`config.mk`:
```
export PLATFORM = sky130hd
export DESIGN_NAME = keccak_chi_row_weight_sum
export DESIGN_NICKNAME = d
export VERILOG_FILES = /design/src/hw/rtl/kcrw_pkg.sv /design/src/hw/rtl/keccak_chi_row_weight_sum.sv
export SDC_FILE = /design/constraint.sdc
export NUM_CORES = 1
export LEC_CHECK = 0
export ABC_AREA = 1
export BUFFER_PORTS_ARGS = -buffer_cell sky130_fd_sc_hd__buf_2
export CAP_MARGIN = 20
export CELL_PAD_IN_SITES_DETAIL_PLACEMENT = 1
export CELL_PAD_IN_SITES_GLOBAL_PLACEMENT = 2
export CORE_MARGIN = 2
export CORE_UTILIZATION = 39
export DETAILED_ROUTE_END_ITERATION = 10
export PLACE_DENSITY_LB_ADDON = 0.2
export SYNTH_ARGS = -nofsm -noshare
export SYNTH_HDL_FRONTEND = slang
export SYNTH_SLANG_ARGS = --single-unit
```
`constraint.sdc`:
```
create_clock -name clk -period 24.6 [get_ports clk]
set_input_delay 6.15 -clock clk [delete_from_list [all_inputs] [get_ports clk]]
set_output_delay 6.15 -clock clk [all_outputs]
set_load 0.03 [all_outputs]
```
`src/hw/rtl/kcrw_pkg.sv`:
```
// Types and constants shared by the chi row weight block.
// Holds the transaction payload structs and the row weight table.
// No dependencies.
package kcrw_pkg;

  localparam int unsigned LANE_BITS   = 64;
  localparam int unsigned WEIGHT_W    = 11;
  localparam int unsigned ACTIVE_W    = 9;
  localparam int unsigned PLANE_IDX_W = 3;
  localparam int unsigned ROW_W       = 5;
  localparam int unsigned RW_W        = 3;

  // Rows are summed in groups of eight per stage
  localparam int unsigned GROUP_ROWS  = 8;
  localparam int unsigned GRP_WGT_W   = 6;
  localparam int unsigned GRP_ACT_W   = 4;

  localparam logic [PLANE_IDX_W-1:0] LAST_PLANE = PLANE_IDX_W'(4);

  typedef struct packed {
    logic [LANE_BITS-1:0] lane_x4;
    logic [LANE_BITS-1:0] lane_x3;
    logic [LANE_BITS-1:0] lane_x2;
    logic [LANE_BITS-1:0] lane_x1;
    logic [LANE_BITS-1:0] lane_x0;
  } kcrw_in_t;

  typedef struct packed {
    logic [WEIGHT_W-1:0] weight_total;
    logic [ACTIVE_W-1:0] active_total;
    logic                state_done;
  } kcrw_out_t;

  localparam logic [RW_W-1:0] ROW_WEIGHT [32] = '{
    3'd0, 3'd2, 3'd2, 3'd3, 3'd2, 3'd3, 3'd3, 3'd4,
    3'd2, 3'd3, 3'd3, 3'd3, 3'd3, 3'd3, 3'd4, 3'd4,
    3'd2, 3'd3, 3'd3, 3'd4, 3'd3, 3'd3, 3'd3, 3'd4,
    3'd4, 3'd4, 3'd3, 3'd4, 3'd4, 3'd4, 3'd4, 3'd4
  };

  function automatic logic [RW_W-1:0] row_weight(input logic [ROW_W-1:0] row);
    return ROW_WEIGHT[row];
  endfunction

endpackage

```
`src/hw/rtl/keccak_chi_row_weight_sum.sv`:
```
// Chi difference weight of a Keccak-f state, one plane per transaction.
// Uses kcrw_pkg for payload types and the row weight table.
//
//  channel | direction | payload    | handshake
//  in_     | input     | kcrw_in_t  | in_valid / in_ready
//  out_    | output    | kcrw_out_t | out_valid / out_ready
//
// One plane accepted per cycle while the output is not stalled; each plane passes
// the input register, group sums and plane sums, then accumulates into the result register.
// Rst_n (synchronous) clears stage valids, plane counter and running totals.
// A stalled result holds in the output register; stages behind it keep
// filling, and in_ready drops only once all four registers are occupied.
module keccak_chi_row_weight_sum
  import kcrw_pkg::*;
#(
  parameter int unsigned LANE_WIDTH = 64
) (
  input  logic      clk,
  input  logic      rst_n,
  input  logic      in_valid,
  output logic      in_ready,
  input  kcrw_in_t  in_data,
  output logic      out_valid,
  input  logic      out_ready,
  output kcrw_out_t out_data
);

  localparam int unsigned NG   = (LANE_WIDTH + GROUP_ROWS - 1) / GROUP_ROWS;
  localparam int unsigned PW_W = $clog2(4 * LANE_WIDTH + 1);
  localparam int unsigned PA_W = $clog2(LANE_WIDTH + 1);

  logic                       s1_valid_r, s2_valid_r, s3_valid_r, out_valid_r;
  kcrw_in_t                   s1_data_r;
  logic [GRP_WGT_W-1:0]       grp_w_nxt [NG];
  logic [GRP_ACT_W-1:0]       grp_a_nxt [NG];
  logic [GRP_WGT_W-1:0]       grp_w_r   [NG];
  logic [GRP_ACT_W-1:0]       grp_a_r   [NG];
  logic [PW_W-1:0]            psum_w_nxt, psum_w_r;
  logic [PA_W-1:0]            psum_a_nxt, psum_a_r;
  logic [PLANE_IDX_W-1:0]     plane_index_r;
  logic [WEIGHT_W-1:0]        weight_accum_r, weight_nxt;
  logic [ACTIVE_W-1:0]        active_accum_r, active_nxt;
  logic                       last_plane;
  kcrw_out_t                  out_data_r;
  logic                       s2_ready, s3_ready, out_load;

  assign out_load = s3_valid_r && (!out_valid_r || out_ready);
  assign s3_ready = !s3_valid_r || out_load;
  assign s2_ready = !s2_valid_r || s3_ready;
  assign in_ready = !s1_valid_r || s2_ready;

  assign out_valid = out_valid_r;
  assign out_data  = out_data_r;

  // group sums of eight rows
  always_comb begin
    logic [ROW_W-1:0] row;
    int unsigned      z;
    for (int g = 0; g < NG; g++) begin
      grp_w_nxt[g] = '0;
      grp_a_nxt[g] = '0;
      for (int j = 0; j < GROUP_ROWS; j++) begin
        z = g * GROUP_ROWS + j;
        if (z < LANE_WIDTH) begin
          row = {s1_data_r.lane_x4[z], s1_data_r.lane_x3[z], s1_data_r.lane_x2[z],
                 s1_data_r.lane_x1[z], s1_data_r.lane_x0[z]};
          grp_w_nxt[g] = grp_w_nxt[g] + GRP_WGT_W'(row_weight(row));
          grp_a_nxt[g] = grp_a_nxt[g] + GRP_ACT_W'(row != '0);
        end
      end
    end
  end

  always_comb begin
    psum_w_nxt = '0;
    psum_a_nxt = '0;
    for (int g = 0; g < NG; g++) begin
      psum_w_nxt = psum_w_nxt + PW_W'(grp_w_r[g]);
      psum_a_nxt = psum_a_nxt + PA_W'(grp_a_r[g]);
    end
  end

  assign last_plane = (plane_index_r >= LAST_PLANE);
  assign weight_nxt = weight_accum_r + WEIGHT_W'(psum_w_r);
  assign active_nxt = active_accum_r + ACTIVE_W'(psum_a_r);

  always_ff @(posedge clk) begin
    if (!rst_n) begin
      s1_valid_r     <= 1'b0;
      s2_valid_r     <= 1'b0;
      s3_valid_r     <= 1'b0;
      out_valid_r    <= 1'b0;
      plane_index_r  <= '0;
      weight_accum_r <= '0;
      active_accum_r <= '0;
    end else begin
      s1_valid_r  <= (in_valid && in_ready) || (s1_valid_r && !s2_ready);
      s2_valid_r  <= (s1_valid_r && s2_ready) || (s2_valid_r && !s3_ready);
      s3_valid_r  <= (s2_valid_r && s3_ready) || (s3_valid_r && !out_load);
      out_valid_r <= out_load || (out_valid_r && !out_ready);
      if (out_load) begin
        if (last_plane) begin
          plane_index_r  <= '0;
          weight_accum_r <= '0;
          active_accum_r <= '0;
        end else begin
          plane_index_r  <= plane_index_r + PLANE_IDX_W'(1);
          weight_accum_r <= weight_nxt;
          active_accum_r <= active_nxt;
        end
      end
    end
  end

  always_ff @(posedge clk) begin
    if (in_valid && in_ready) begin
      s1_data_r <= in_data;
    end
    if (s1_valid_r && s2_ready) begin
      grp_w_r <= grp_w_nxt;
      grp_a_r <= grp_a_nxt;
    end
    if (s2_valid_r && s3_ready) begin
      psum_w_r <= psum_w_nxt;
      psum_a_r <= psum_a_nxt;
    end
    if (out_load) begin
      out_data_r.weight_total <= weight_nxt;
      out_data_r.active_total <= active_nxt;
      out_data_r.state_done   <= last_plane;
    end
  end

  // assertions
  a_plane_range: assert property (@(posedge clk) disable iff (!rst_n)
    plane_index_r <= LAST_PLANE)
    else $error("plane counter beyond last plane");

  a_clear_after_last: assert property (@(posedge clk) disable iff (!rst_n)
    out_load && last_plane |=>
      plane_index_r == '0 && weight_accum_r == '0 && active_accum_r == '0)
    else $error("totals not cleared after last plane");

  a_accum_tracks_out: assert property (@(posedge clk) disable iff (!rst_n)
    out_load && !last_plane |=>
      weight_accum_r == out_data_r.weight_total &&
      active_accum_r == out_data_r.active_total)
    else $error("running totals differ from delivered result");

  a_weight_bound: assert property (@(posedge clk) disable iff (!rst_n)
    out_valid_r |->
      (12'(out_data_r.weight_total) >= {2'b0, out_data_r.active_total, 1'b0}) &&
      (13'(out_data_r.weight_total) <= {2'b0, out_data_r.active_total, 2'b0}))
    else $error("weight outside two to four per active row");

  a_stall_hold: assert property (@(posedge clk) disable iff (!rst_n)
    out_valid_r && !out_ready |=> out_valid_r && $stable(out_data_r))
    else $error("stalled result changed");

endmodule

```
==> results.md <==
- Clk sink count: 464
- Core Area: 86800 um^2
- Max Slew Vio Count: 0
- Async set-reset flop share out of synthesis: 0%
- Area grow syn2layout: 14.9%
- CP Launch Type: input pin
- Clock Tree Root: clkbuf_16
- Initial antenna violation count: 0
- Int Power: 2.48 mW
- Setup bufs post-CTS: 0
- Synthesized Nets: 4412
- Global-route usage over all layers: 18.6%
- CTS Buf Count: 56
- Synth Register Bits: 464
- WL final: 82600 um
- Maximum VDD drop: 0.000266 V
- Worst hold path depth: 2
- Drt pass-1 iters: 5
- Logic pwr share: 49.7%
- Sw Ratio: 39.0%
- NumNets Final: 4810
- Placement Setup Slack: 11.23 ns
- Slew @ Worst Pin: 1.06 ns
- Unique masters post-synth: 57
- Sequential cell area: 13700 um^2
- Multi-input combinational cell area: 17600 um^2
- DP HPWL: 67400 um
- Final GP Congestion: 0.846
- Pin count of the biggest net entering global routing: 156
- First-pass GRT wire length: 134000 um
- Critical path type: input pin to output pin
- Initial Util: 39.3%
- Fillers: 9923
- Number of H-tree levels: 2
- Post-synthesis sequential area ratio: 40.1%
- Syn Inst Count: 3445
- Worst-Skew Late Latency: 0.64 ns
- Share of cells above drive strength 1: 12.0%
- Avg Inst Size Synth: 9.90 um^2
- Most common cell after layout, fill and taps aside: inv_1
- CTS clk-pin slew, worst paths: 0.06 ns
- Synthesized area: 34100 um^2
- Most frequently used flop master after synthesis: edfxtp_1
- Die area: 89800 um^2
- Residual DRC count: 0
- Ports: 347
- Die X: 300 um
- Grt ovf: 0
- Warnings, synthesis: 0
- Worst setup margin: 11.22 ns
- Leakage dissipation: 18.2 nW
- Vias per Instance: 4.81
- Final worst path period share: 54.4%
- Vias: 24300
- Crit end category: output pin
- Reg2reg start: s1_data_r[77]$_DFFE_PP_
- Initial drt markers: 804
- Max Fclk: 0.0747 GHz
- Worst Path Required: 18.45 ns
- Final setup violation count: 0
- Sw power: 1.59 mW
- Row Count: 108
- Max clock buf depth: 3
- Slew margin rel.: 29.0%
- Final ANT Viol Nets: 0
- Max-Cap Viols: 0
- HP Class: register to register
- WP data arrival: 7.23 ns
- RSZ-0062 raised after global routing: no
- WHS: 0.473 ns
- Hold EP: weight_accum_r[7]$_SDFFE_PN0P_
- Reg2reg setup slack: 19.99 ns
- Fin crit period: 13.38 ns
- Die H: 300 um
- Hold Crit Start: weight_accum_r[7]$_SDFFE_PN0P_
- # resized after CTS: 0
- Commonest non-fill, non-tap cells in the layout: inv_1 (752), nand2_1 (469), edfxtp_1 (437)
- Vias in the first global route: 25800
- CTS tree: yes
- Status: finished clean
- Final hold violation count: 0
- Number of flops mapped to enable cells by yosys: 437
- Tot Pwr: 4.07 mW
- Clock power frac: 21.1%
- I/O Buffers: 346
- CP max FO: 3
- Fin Setup TNS: 0 ns
- Flop pwr share: 29.2%
- Antenna cells: 0
- RR Endpoint: grp_w_r[40]$_DFFE_PP_
- Register-to-Register Path Depth: 19
- Post-CTS Hold Buffers: 0
- Wire length per cell: 16.4 um
- Post-Route Skew: 0.0266 ns
- Util after Layout: 45.2%
- PD cells: 104 nW/um^2
[stage by stage]
stage,std cells,area (um^2)
6_report,5044,39200
3_3_place_gp,4939,37300
2_1_floorplan,3445,34100
4_1_cts,5043,39200
3_5_place_dp,4939,37300
5_1_grt,5044,39200
[Yosys cell counts, types with 4 or more instances]
library cell | number | area [um^2]
a21oi_1 | 208 | 1040
a221oi_1 | 4 | 35.0
a22oi_1 | 12 | 90.1
a2bb2oi_1 | 18 | 158
a31o_2 | 4 | 35.0
a31oi_1 | 34 | 213
a32o_1 | 4 | 40.0
a41oi_1 | 6 | 52.6
and2_1 | 10 | 62.6
clkbuf_1 | 5 | 18.8
dfxtp_1 | 27 | 541
edfxtp_1 | 437 | 13100
fa_1 | 228 | 4560
ha_1 | 415 | 5190
inv_1 | 753 | 2830
nand2_1 | 469 | 1760
nand3_1 | 137 | 686
nand3b_1 | 10 | 75.1
nand4_1 | 17 | 106
nor2_1 | 192 | 721
nor3_1 | 33 | 165
o211ai_1 | 24 | 180
o21ai_0 | 240 | 1200
o21bai_1 | 7 | 52.6
o221ai_1 | 21 | 184
o22ai_1 | 30 | 188
o31ai_1 | 10 | 75.1
o32ai_1 | 11 | 96.3
or2_2 | 4 | 25.0
xnor2_1 | 12 | 105
xor2_1 | 16 | 140
[critical path, cell delays in order]
cell and delay [ns]:
buf_2 0.10, inv_1 0.04, nand2_1 0.09, nor2_1 0.12, inv_1 0.07, nor2_1 0.09, inv_1 0.07, nor2_1 0.21
inv_1 0.10, buf_2 0.19
[kinds of logic after synthesis]
family | synth area share, %
AO/OA/AOI/OAI | 11.3
XOR/XNOR | 0.719
adder cells (fa/ha/maj) | 28.6
buffers and inverters | 8.47
flip-flops | 40.1
AND/OR/NAND/NOR | 10.8
[registers in the layout (all words and copies together), names as in the netlist]
register and count:
out_data 21, s3_valid_r 1, psum_w_r 9, psum_a_r 7, plane_index_r 3, active_accum_r 9, grp_a_r 32, s2_valid_r 1
s1_data_r 320, weight_accum_r 11, s1_valid_r 1, grp_w_r 48, out_valid 1
[routing by layer]
metal	GRT usage (%)	share of wire (%)
met5	0	0
met4	4.29	2.0
met3	2.22	2.8
met2	33.5	51
met1	23.9	45
[final cells by class]
| type | count | area share [%] |
|---|---|---|
| Clock inverter | 36 | 1.10 |
| Sequential cell | 464 | 34.9 |
| Clock buffer | 68 | 3.74 |
| Multi-Input combinational cell | 2215 | 44.8 |
| Timing Repair Buffer | 351 | 4.58 |
| Tap cell | 1155 | 3.69 |
| Inverter | 755 | 7.23 |
[power groups by stage]
stage	sequential [mW]	combinational (mW)	clock (mW)
finish	1.19	2.02	0.860
global route	1.20	2.36	0.918
CTS	1.19	2.09	0.890
detailed placement	1.20	2.07	0
global placement	1.20	2.01	0
floorplan	1.19	1.41	0
[how the worst max path moves through the flow]
stage / startpoint / to / depth (start not counted)
2_1_floorplan: out_ready / s1_data_r[0]$_DFFE_PP_ / 8
3_5_place_dp: out_ready / in_ready / 10
5_1_grt: out_ready / in_ready / 10
3_3_place_gp: out_ready / in_ready / 10
4_1_cts: out_ready / in_ready / 10
6_report: out_ready / in_ready / 10
No activity file was read; power rests on OpenSTA's default activity.
